**src/rtl/core/psmt_pkg.sv**
```systemverilog
// Shared types and opcodes for the pointer-size metadata table.
package psmt_pkg;

   typedef enum logic {
      PSMT_OP_SET    = 1'b0,
      PSMT_OP_LOOKUP = 1'b1
   } psmt_op_type;

   // Beat payload as it walks down the cell row.
   // size carries the new size on a set and the fetched size on a lookup.
   typedef struct packed {
      psmt_op_type opcode;
      logic        hit;
      logic        placed;
      logic [31:0] key;
      logic [31:0] size;
   } psmt_token_type;

endpackage

```
**src/rtl/core/psmt_cell.sv**
```systemverilog
// One table entry cell: holds a key/size pair and passes the beat to the next cell.
module psmt_cell (
   input  logic                    clock,
   input  logic                    reset,
   input  logic                    advance,
   input  logic                    tok_valid_in,
   input  psmt_pkg::psmt_token_type tok_in,
   output logic                    tok_valid_out,
   output psmt_pkg::psmt_token_type tok_out
);

   logic                     used_ff;
   logic                     used_in;
   logic [31:0]              key_ff;
   logic [31:0]              key_in;
   logic [31:0]              size_ff;
   logic [31:0]              size_in;
   logic                     tok_valid_ff;
   psmt_pkg::psmt_token_type tok_ff;
   psmt_pkg::psmt_token_type tok_in_next;
   logic                     is_set;
   logic                     match;
   logic                     claim;

   always_comb begin
      is_set = tok_valid_in && (tok_in.opcode == psmt_pkg::PSMT_OP_SET);
      match  = tok_valid_in && used_ff && (key_ff == tok_in.key);
      // occupied cells form a prefix, so the first free cell takes a new key
      claim  = is_set && !used_ff && !tok_in.hit && !tok_in.placed;

      tok_in_next        = tok_in;
      tok_in_next.hit    = tok_in.hit | match;
      tok_in_next.placed = tok_in.placed | claim;
      if (match && (tok_in.opcode == psmt_pkg::PSMT_OP_LOOKUP)) begin
         tok_in_next.size = size_ff;
      end

      used_in = used_ff | claim;
      key_in  = claim ? tok_in.key : key_ff;
      size_in = (claim || (match && is_set)) ? tok_in.size : size_ff;
   end

   always_ff @(posedge clock) begin
      if (reset) begin
         used_ff      <= 1'b0;
         tok_valid_ff <= 1'b0;
      end else if (advance) begin
         used_ff      <= used_in;
         tok_valid_ff <= tok_valid_in;
      end
   end

   always_ff @(posedge clock) begin
      if (advance) begin
         key_ff  <= key_in;
         size_ff <= size_in;
         tok_ff  <= tok_in_next;
      end
   end

   assign tok_valid_out = tok_valid_ff;
   assign tok_out       = tok_ff;

endmodule

```
**config.mk**
```make
export PLATFORM = sky130hd
export DESIGN_NAME = psmt_cell
export DESIGN_NICKNAME = d
export VERILOG_FILES = /design/src/rtl/core/psmt_pkg.sv /design/src/rtl/core/psmt_cell.sv
export SDC_FILE = /design/constraint.sdc
export NUM_CORES = 1
export LEC_CHECK = 0
export BUFFER_PORTS_ARGS = -buffer_cell sky130_fd_sc_hd__buf_2
export CAP_MARGIN = 20
export CORE_ASPECT_RATIO = 1.2
export CORE_MARGIN = 2
export CORE_UTILIZATION = 46
export CTS_CLUSTER_DIAMETER = 200
export DETAILED_ROUTE_END_ITERATION = 12
export PLACE_DENSITY = 0.8
export SLEW_MARGIN = 10
export SYNTH_ARGS = -nofsm -noshare
export SYNTH_HDL_FRONTEND = slang
export SYNTH_SLANG_ARGS = --single-unit
```
**constraint.sdc**
```tcl
create_clock -name clock -period 3.94 [get_ports clock]
set_input_delay 1.182 -clock clock [delete_from_list [all_inputs] [get_ports clock]]
set_output_delay 1.182 -clock clock [all_outputs]
set_load 0.02 [all_outputs]
```
**Yosys cells after proc, flatten, opt, wreduce, memory -nomap -nowiden**

Cells that the tools add are included.

- Memory bits (read-only): 0
- Register bits after elaboration: 133
- Latch bits: 0
- Bits in writable memories: 0
- Memories kept: 0
- Bits of input ports: 71
- Word-level logic and storage cells: 29

- Multipliers: 0
- Order comparisons: 0
- Equal/unequal tests: 1
- Reduce and logical (&&, ||, !) cells: 14
- Div/mod/pow operators: 0
- Add/sub/neg operators: 0
- Mux-type cells: 1
- Bitwise gates (word level): 4
- Shifts and indexed selects: 0

Operator list:

| kind | number |
|---|---|
| $eq 32x32->1 | 1 |
| $mux 32 | 1 |
| $logic_and 1x1->1 | 8 |
| $reduce_and 2->1 | 2 |
| $logic_not 1->1 | 3 |
| $or 1x1->1 | 3 |
| $logic_or 1x1->1 | 1 |
| $not 1->1 | 1 |

**Logic depth before layout (Yosys ltp)**

Gate-level depths: netlist (run 1).

- Word-level depth: 7
- Mapped depth: 6
- Gate-level depth less buffers: 5

**Worst setup path after synthesis (run 1)**

No wires, ideal clock.

- Kind: input port to flip-flop
- Start: input tok_in[44] (netlist name)
- End: register size_ff[0] (enable)
- Path slack: 0.020 ns
- Arrival: 3.488 ns
- Required time: 3.508 ns
- Setup time: 0.432 ns
- Buffers on the path: 0
- Stages: 5
- Cells stage by stage: xnor2_1 > nand4_1 > nor4_2 > nand3_1 > a21oi_1

- Word-level cells in the longest chain between the ends: 5

RTL lines:

| item | line | source |
|---|---|---|
| from (decl) | psmt_cell.sv:7 | `input psmt_pkg::psmt_token_type tok_in,` |
| $eq 32x32->1 | psmt_cell.sv:27 | `match = tok_valid_in && used_ff && (key_ff == tok_in.key);` |
| $logic_and 1x1->1 | psmt_cell.sv:27 |  |
| $logic_and 1x1->1 | psmt_cell.sv:40 | `size_in = (claim \|\| (match && is_set)) ? tok_in.size : size_ff;` |
| $logic_or 1x1->1 | psmt_cell.sv:40 |  |
| $reduce_and 2->1 (no source line) | -- |  |
| to (signal assigned) | psmt_cell.sv:56 | `size_ff <= size_in;` |
| to (decl) | psmt_cell.sv:16 | `logic [31:0] size_ff;` |

Every way passes these cells.
A chain may end at the register's enable or synchronous reset.

**Worst setup path after layout (run 1)**

- Start: input tok_in[44] (netlist name)
- End: register size_ff[2] (enable)

The elaborated chain is that of the path after synthesis.

==> results_dict.tcl, run 1 <==
set metrics [dict create \
    outcome "finished, final reports clean" \
    regArea_mm2 0.00397 \
    finalWirelength_um 8710 \
    rows 41 \
    stdcell_area_mm2 0.00636 \
    dpl-instance-area_mm2 0.00578 \
    fin_crit_sh 0.716 \
    fin_skew_ps 6.91 \
    hold_viol 0 \
    slew_violations 0 \
    grt.total_usage 0.153 \
    whs_ps 502 \
    worst-path-max-fanout 32 \
    synth-main-ff-cell "edfxtp_1" \
    p_total_mw 3.41 \
    ir_drop_mv 0.329 \
    fillCellCount 783 \
    leakagePower_nw 2.51 \
    maxSlewHeadroom 0.613 \
    utilization 0.607 \
    clock_latency_ps 400 \
    path_cells "buf_2 > xnor2_1 > nand4_1 > nor4_2 > nand3_1 > a21oi_4 > buf_4" \
    coreArea_mm2 0.0105 \
    synth_cells 226 \
    drive_above_1_share 0.511 \
    nets 455 \
    setup_viol 0 \
    start_kind "primary input" \
    antenna_found_initial 1 \
    r2r-end "size_ff[2]" \
    yosysSeqAreaShare 0.808 \
    start_util 0.470 \
    endpoint "size_ff[2]" \
    wire_per_inst_um 16.5 \
    max_cap_violations 0 \
    vias 2558 \
    path_buf_inv 2 \
    numCtsBuffers 17 \
    hold_buffers 0 \
    slowest_stage "nor4_2" \
    tightest_slew_ps 580 \
    fmax_mhz 355 \
    grt_max_degree 39 \
    clock_sink_count 133 \
    tritoncts "yes" \
    syn-mean-instance-area_um2 21.8 \
    drtIter0Drc 106 \
    synth_cell_type_count 19 \
    ant_nets 0 \
    fin_crit_ps 2820 \
    ctsRootBufferMaster "clkbuf_16" \
    hold_class "register to register" \
    rsz0062_at_grt "false" \
    synth_edf_count 131 \
    cp-end-kind "register" \
    gp_congestion 0.749 \
    synth-seq-cells 133 \
    crit_family "simple AND/OR/NAND/NOR gates" \
    crit_required_ps 3990 \
    yosys_warnings 0 \
    overflow 0 \
    areaGrowthSynthToFinish_pct 29.3 \
    grt_pass1_wl_um 13200 \
    fin_setup_tns_ps 0 \
    cp_data_arrival_time_ps 2870 \
    synth_fp_nets 297 \
    path_clk_slew_ps 50 \
    avgViaCountPerCell 4.85 \
    h-tree-depth 4 \
    synthesis.area_mm2 0.00492 \
    netlist_top_cells_area "edfxtp_1 (80%), mux2_4 (9.2%), xnor2_1 (5.7%)" \
    max_stage_delay_ps 460 \
    reg2reg_from "key_ff[20]" \
    hpwl_um 6040 \
    r2r_cells 6 \
    reg2reg_setup_slack_ps 1640 \
    grt_pass1_vias 2666 \
    die-area_mm2 0.0115 \
    ioPinCount 139 \
    die_h_um 117 \
    drtPass1Iterations 4 \
    cts.path.max_buffers 2 \
    powerDensity_mw_per_mm2 536 \
    hold_path.startpoint "tok_valid_out" \
    async_flop_share 0 \
    yosysTopAreaCellShare 0.800 \
    path_class "primary input to register" \
    cp_num_cells 7 \
    cts.repair.resized 0 \
    die_w_um 98.4 \
    postCtsSetupBuffers 0 \
    multi_input_area_um2 923 \
    crit_start "tok_in[44]" \
    io_buffer_count 138 \
    yosysTopAreaCell "edfxtp_1" \
    route.detailed.drc 0 \
]
-- cells in the final DEF, fill, tap and decap left out --
master      Yosys  final
buf_2           0    137
nand4_2         1      1
a21o_1          1      1
clkbuf_16       0     17
nor2b_1         1      1
nor2_2          0      1
clkinvlp_4      0      2
nand2b_1        1      1
xnor2_1        32     32
mux2_4         30     30
nor4_2          1      1
edfxtp_1      131    131
nor3_1          1      1
mux2_2          2      2
mux2i_1         1      1
diode_2         0      1
clkbuf_1        0      2
buf_4           0      5
nand2_1         1      1
nand4_1         7      7
bufinv_16       0      3
clkinv_1        0      5
dfxtp_1         2      2
nand3_1         3      3
or3_1           1      1
nor2_1          6      5
a21oi_4         0      1
clkinv_2        0      3
-- layer usage --
| metal | wire length (um) | up-vias | GRT usage |
|---|---|---|---|
| met2 | 4350 | 113 | 0.258 |
| li1 | - | 1200 | - |
| met5 | 0 | - | 0 |
| met4 | 120 | 0 | 0.0639 |
| met1 | 3660 | 1236 | 0.179 |
| met3 | 582 | 9 | 0.0558 |
-- area by class of cell --
cell class,count,share of cell area
Antenna cell,1,0.000394
Clock buffer,19,0.0681
Clock inverter,13,0.0219
Multi-Input combinational cell,90,0.145
Sequential cell,133,0.625
Tap cell,129,0.0254
Timing Repair Buffer,142,0.114
-- cell families (layout without fill, tap and decap cells) --
kind of cell           count (synthesis)  count (layout)  synth area share
AO/OA/AOI/OAI                          2               2           0.00254
multiplexers                          33              33            0.0982
buffers and inverters                  3             174           0.00687
XOR/XNOR                              32              32            0.0570
flip-flops                           133             133             0.808
AND/OR/NAND/NOR                       23              23            0.0272
other                                  0               1                 0
-- flip-flops by register name (all words and copies together) (netlist names) --
name / cells
key_ff: 32
tok_out: 67
size_ff: 32
used_ff: 1
tok_valid_out: 1
-- cell usage after synthesis (all sizes together) (2+ instances only) --
cell,count
nand4,8
buf,3
mux2,32
nand3,3
nor2,6
dfxtp,2
xnor2,32
edfxtp,131
-- worst min-delay path by stage --
stage	end	slack (ps)	cells after the start
after CTS	tok_valid_out	510	2
after detailed placement	tok_valid_out	500	2
after global placement	tok_valid_out	470	2
after global routing	tok_valid_out	550	2
final	tok_valid_out	500	2
after floorplan	used_ff	480	2
-- report_power, final --
group          internal, mW  leakage (nW)  switching, mW  total [mW]
Clock                 0.979         0.274          0.532        1.51
Sequential             1.63          1.25         0.0172        1.65
Combinational        0.0985         0.982          0.151       0.250
Total                  2.71          2.51          0.701        3.41
-- worst register-to-register path, cell delays in order (launching register included) --
cell,delay (ps)
edfxtp_1,390
xnor2_1,160
nand4_1,120
nor4_2,460
nand3_1,240
a21oi_4,160
buf_4,390
-- through the flow --
step / cells / setup slack (ps)
finish: 527 / 1120
global route: 526 / 961
CTS: 526 / 1080
detailed placement: 494 / 640
global placement: 494 / 724
floorplan: 226 / 19.9
Power figures use the tool's default switching activity.
==> inputs of run 2 (changes only) <==
ABC_AREA = 1   (was not set)
CORE_UTILIZATION = 47   (was 46)
clock period = 2.52 ns   (was 3.94 ns; I/O delays follow)
==> results_dict.tcl, run 2 <==
set metrics [dict create \
    outcome "finished, final reports clean" \
    setup_viol 0 \
    path_clk_slew_ps 60 \
    seqPwrFrac 0.486 \
    largest_reg_flops 67 \
    reg2reg_from "key_ff[5]" \
    synth_cells 390 \
    synthesis.area_mm2 0.00517 \
    regArea_mm2 0.00397 \
    intPower_mw 4.12 \
    antenna_found_initial 0 \
    tightest_slew_ps 377 \
    rows 41 \
    utilization 0.623 \
    hold_buffers 0 \
    postCtsSetupBuffers 0 \
    die_w_um 99.8 \
    drive_above_1_share 0.332 \
    fin_setup_tns_ps 0 \
    gp_congestion 0.771 \
    finalWirelength_um 10500 \
    hold_viol 0 \
    yosysTopAreaCellShare 0.760 \
    grt_pass1_wl_um 16400 \
    syn-mean-instance-area_um2 13.3 \
    async_flop_share 0 \
    final_common_cell "buf_2" \
    cts.path.max_buffers 2 \
    cts.repair.resized 0 \
    h-tree-depth 4 \
    areaGrowthSynthToFinish_pct 27.8 \
    diodes 0 \
    leakagePower_nw 2.84 \
    synth_commonest_cells "edfxtp_1 (131), nand2_1 (121), inv_1 (36), nand4_1 (32), nor2_1 (27)" \
    drtPass1Iterations 4 \
    powerDensity_mw_per_mm2 800 \
    fin_skew_ps 12.4 \
    wire_per_inst_um 15.4 \
    slew_violations 0 \
    drtIter0Drc 166 \
    max_cap_violations 0 \
    fillCellCount 829 \
    clock_latency_ps 410 \
    ioPinCount 139 \
    cp-end-kind "register" \
    netlist_top_cells_area "edfxtp_1 (76%), nand2_1 (8.8%), nand4_1 (3.9%)" \
    grt.total_usage 0.180 \
    endpoint "size_ff[30]" \
    tritoncts "yes" \
    die-area_mm2 0.0119 \
    yosys_warnings 0 \
    combPwrFrac 0.075 \
    yosysSeqAreaShare 0.768 \
    synth-seq-cells 133 \
    coreArea_mm2 0.0106 \
    start_util 0.487 \
    worst-path-max-fanout 32 \
    dpl_worst_slack_ps 43.9 \
    rsz0062_at_grt "false" \
    clock_sink_count 133 \
    p_total_mw 5.29 \
    crit_required_ps 2630 \
    r2r-end "size_ff[30]" \
    p_sw_frac 0.221 \
    ctsRootBufferMaster "clkbuf_16" \
    ir_drop_mv 0.463 \
    power.switching_mw 1.17 \
    layout_common_cells "buf_2 (138), edfxtp_1 (131), nand2_1 (121)" \
    io_buffer_count 138 \
    crit_start "tok_in[37]" \
    multi_input_area_um2 985 \
    overflow 0 \
    die_h_um 119 \
    start_kind "primary input" \
    clkPwrFrac 0.439 \
    avgViaCountPerCell 5.00 \
    cp_data_arrival_time_ps 2160 \
    reg2reg_setup_slack_ps 560 \
    grt_pass1_vias 3439 \
    yosysTopAreaCell "edfxtp_1" \
    path_class "primary input to register" \
    hpwl_um 7340 \
    r2r_cells 10 \
    hold_class "register to register" \
    synth.most_common_cell "edfxtp_1" \
    synth-main-ff-cell "edfxtp_1" \
    ant_nets 0 \
    vias 3431 \
    maxSlewHeadroom 0.748 \
    synth_fp_nets 461 \
    grt_max_degree 34 \
    fin_crit_ps 2060 \
    fin_crit_sh 0.816 \
    fmax_mhz 486 \
    numCtsBuffers 17 \
    synth_edf_count 131 \
    synth_cell_type_count 22 \
    route.detailed.drc 0 \
    timing.final.ws_setup_ps 462 \
    nets 615 \
]
==> run 2: cell count changes after synthesis, moves of 2 or more <==
cell      before  now
buf_4          0    6
clkbuf_1       0    2
inv_1          0   36
mux2_2         2    0
mux2_4        30    0
nand2_1        1  121
nand3_1        3    6
nand4_1        7   32
nor2_1         6   27
o21ai_0        0    2
o22ai_1        0    4
or2_2          0    2
xnor2_1       32    8
==> run 2: worst min path at each step <==
stage | slack [ps] | depth (start not counted) | startpoint | end
floorplan | 460 | 2 | used_ff | used_ff
global placement | 490 | 2 | tok_valid_out | tok_valid_out
detailed placement | 490 | 2 | tok_valid_out | tok_valid_out
CTS | 500 | 2 | tok_valid_out | tok_valid_out
global route | 510 | 2 | tok_valid_out | tok_valid_out
finish | 500 | 2 | tok_valid_out | tok_valid_out
==> run 2: per-layer routing <==
layer  vias up  track usage  wire length [um]  share of wire
met3        19       0.0687               817          0.078
li1       1666            -                 -              -
met1      1616        0.213              4250           0.40
met2       130        0.298              5260           0.50
met4         0       0.0693               211          0.020
met5         -            0                 0              0
==> run 2: cell families after synthesis <==
family | Yosys count | share of synthesized area
AO/OA/AOI/OAI | 8 | 0.00919
XOR/XNOR | 8 | 0.0135
buffers and inverters | 49 | 0.0445
flip-flops | 133 | 0.768
AND/OR/NAND/NOR | 192 | 0.165
==> run 2: power groups by stage <==
| stage | clock [mW] | sequential, mW | combinational [mW] |
|---|---|---|---|
| 6_report | 2.32 | 2.57 | 0.396 |
| 5_1_grt | 2.46 | 2.58 | 0.429 |
| 4_1_cts | 2.36 | 2.57 | 0.400 |
| 3_5_place_dp | 0 | 2.62 | 0.398 |
| 3_3_place_gp | 0 | 2.61 | 0.387 |
| 2_1_floorplan | 0 | 2.73 | 0.0740 |
==> run 2: cell type report <==
cell class | instances | share of cell area
well taps | 129 | 0.0244
flip-flops and latches | 133 | 0.601
multi-input cells | 208 | 0.149
clock inverters | 14 | 0.0206
inverters | 36 | 0.0204
clock buffers | 18 | 0.0649
repair buffers | 148 | 0.120
==> run 2: per-stage QoR <==
step,hold slack [ps],area (um2),std cells
floorplan,463,5190,390
global placement,486,6050,654
detailed placement,494,6050,654
CTS,501,6610,686
global route,510,6610,686
finish,498,6610,686
==> run 2: worst max-delay path: stages <==
cell and delay, ps:
buf_2 120, inv_1 40, nand2_1 50, nand2_1 50
nor2_1 110, nand2_1 60, nor2_1 190, nand2_2 130
nor2_8 140, nand2_1 110, a21oi_4 170, buf_12 230
==> inputs of run 3 (changes only) <==
ABC_AREA = 0   (was 1)
CORE_UTILIZATION = 51   (was 47)
PLACE_DENSITY = 0.83   (was 0.8)
clock period = 2 ns   (was 2.52 ns; I/O delays follow)
==> results_dict.tcl, run 3 (same netlist as run 1, synthesis figures left out) <==
set metrics [dict create \
    outcome "finished with violations" \
    violations "negative setup slack" \
    max_cap_violations 0 \
    h-tree-depth 4 \
    vias 2665 \
    timing.final.ws_setup_ps -89.3 \
    fin_skew_ps 6.22 \
    tritoncts "yes" \
    cp-end-kind "register" \
    clkPwrFrac 0.472 \
    final_common_cell "buf_2" \
    post_layout_nonfiller_instances 550 \
    cp_data_arrival_time_ps 2250 \
    p_sw_frac 0.195 \
    gp_congestion 0.809 \
    start_util 0.519 \
    leakagePower_nw 2.74 \
    fin_crit_sh 1.04 \
    io_buffer_count 138 \
    fin_setup_tns_ps -2960 \
    place_inst 517 \
    finalWirelength_um 8820 \
    avgViaCountPerCell 4.85 \
    intPower_mw 5.76 \
    drive_above_1_share 0.562 \
    route.detailed.drc 0 \
    start_kind "register" \
    grt_max_degree 33 \
    slew_violations 0 \
    combPwrFrac 0.076 \
    diodes 0 \
    fmax_mhz 479 \
    powerDensity_mw_per_mm2 1060 \
    hold_class "primary input to register" \
    cts.path.max_buffers 2 \
    antenna_found_initial 0 \
    worst-path-max-fanout 32 \
    ioPinCount 139 \
    path_clk_slew_ps 60 \
    hold_viol 0 \
    coreArea_mm2 0.00947 \
    crit_required_ps 2160 \
    die-area_mm2 0.0104 \
    die_w_um 93.6 \
    seqPwrFrac 0.453 \
    nets 485 \
    ctsRootBufferMaster "clkbuf_16" \
    wire_per_inst_um 16.0 \
    rsz0062_at_grt "true" \
    hpwl_um 6200 \
    largest_reg_flops 67 \
    tightest_slew_ps 386 \
    path_class "register to register" \
    ant_nets 0 \
    clock_sink_count 133 \
    setup_viol 64 \
    drtIter0Drc 141 \
    areaGrowthSynthToFinish_pct 37.0 \
    numCtsBuffers 17 \
    ir_drop_mv 0.703 \
    drtPass1Iterations 4 \
    power.switching_mw 1.40 \
    fin_crit_ps 2090 \
    grt.total_usage 0.180 \
    fillCellCount 607 \
    grt_pass1_vias 2789 \
    die_h_um 112 \
    overflow 0 \
    layout_common_cells "buf_2 (138), edfxtp_1 (131), buf_4 (31)" \
    maxSlewHeadroom 0.743 \
    rows 39 \
    clock_latency_ps 410 \
    grt_pass1_wl_um 13600 \
]
-- run 3: power by group through the flow --
stage | Sequential (mW) | Clock, mW | Combinational (mW)
2_1_floorplan | 3.45 | 0 | 0.100
3_3_place_gp | 3.29 | 0 | 0.531
3_5_place_dp | 3.29 | 0 | 0.545
4_1_cts | 3.24 | 3.43 | 0.548
5_1_grt | 3.25 | 3.54 | 0.580
6_report | 3.24 | 3.38 | 0.542
-- run 3: worst paths after layout --
path                                    start             to  slack, ps  cells after the start
worst max register to register     key_ff[21]    tok_out[30]        -90                      6
worst min-delay path               tok_in[18]    size_ff[18]        380                      1
worst max-delay path               key_ff[21]    tok_out[30]        -90                      6
worst min register to register  tok_valid_out  tok_valid_out        500                      2
-- run 3: layer usage --
metal / routed length (um) / track usage / part of all wire / up-vias
met4: 241 / 0.0986 / 0.027 / 0
met5: 0 / 0 / 0 / -
met3: 790 / 0.0873 / 0.090 / 19
met2: 4350 / 0.282 / 0.49 / 105
li1: - / - / - / 1263
met1: 3430 / 0.201 / 0.39 / 1278
-- run 3: stage by stage --
stage | utilization | total power, mW | hold slack, ps | area [um2] | setup slack [ps]
after global placement | 0.641 | 3.82 | 490 | 6070 | -367
after global routing | 0.712 | 7.37 | 359 | 6740 | -193
after floorplan | - | 3.55 | 480 | 4970 | -334
final | 0.712 | 7.16 | 381 | 6740 | -89.3
after detailed placement | 0.641 | 3.84 | 484 | 6070 | -426
after CTS | 0.710 | 7.22 | 366 | 6720 | -115
-- run 3: cell type report --
class                   count  area, um2  share of cell area
clock buffers              21        440              0.0654
repair buffers            172        983               0.146
well taps                 123        154              0.0228
clock inverters            11        205              0.0305
flip-flops and latches    133       3970               0.590
multi-input cells          90        980               0.145
-- run 3: critical path, cell delays in order (launching register included) --
cell	delay, ps
edfxtp_1	420
xnor2_2	170
nand4_1	160
nor4_4	330
nand4_2	180
buf_12	240
mux2_4	330
-- run 3: what timing repair did --
action	in CTS	in global routing
gates cloned	0	0
pin swaps	1	0
setup buffers	1	0
hold buffers	0	0
resized for setup	0	2
setup endpoints to repair	64	64
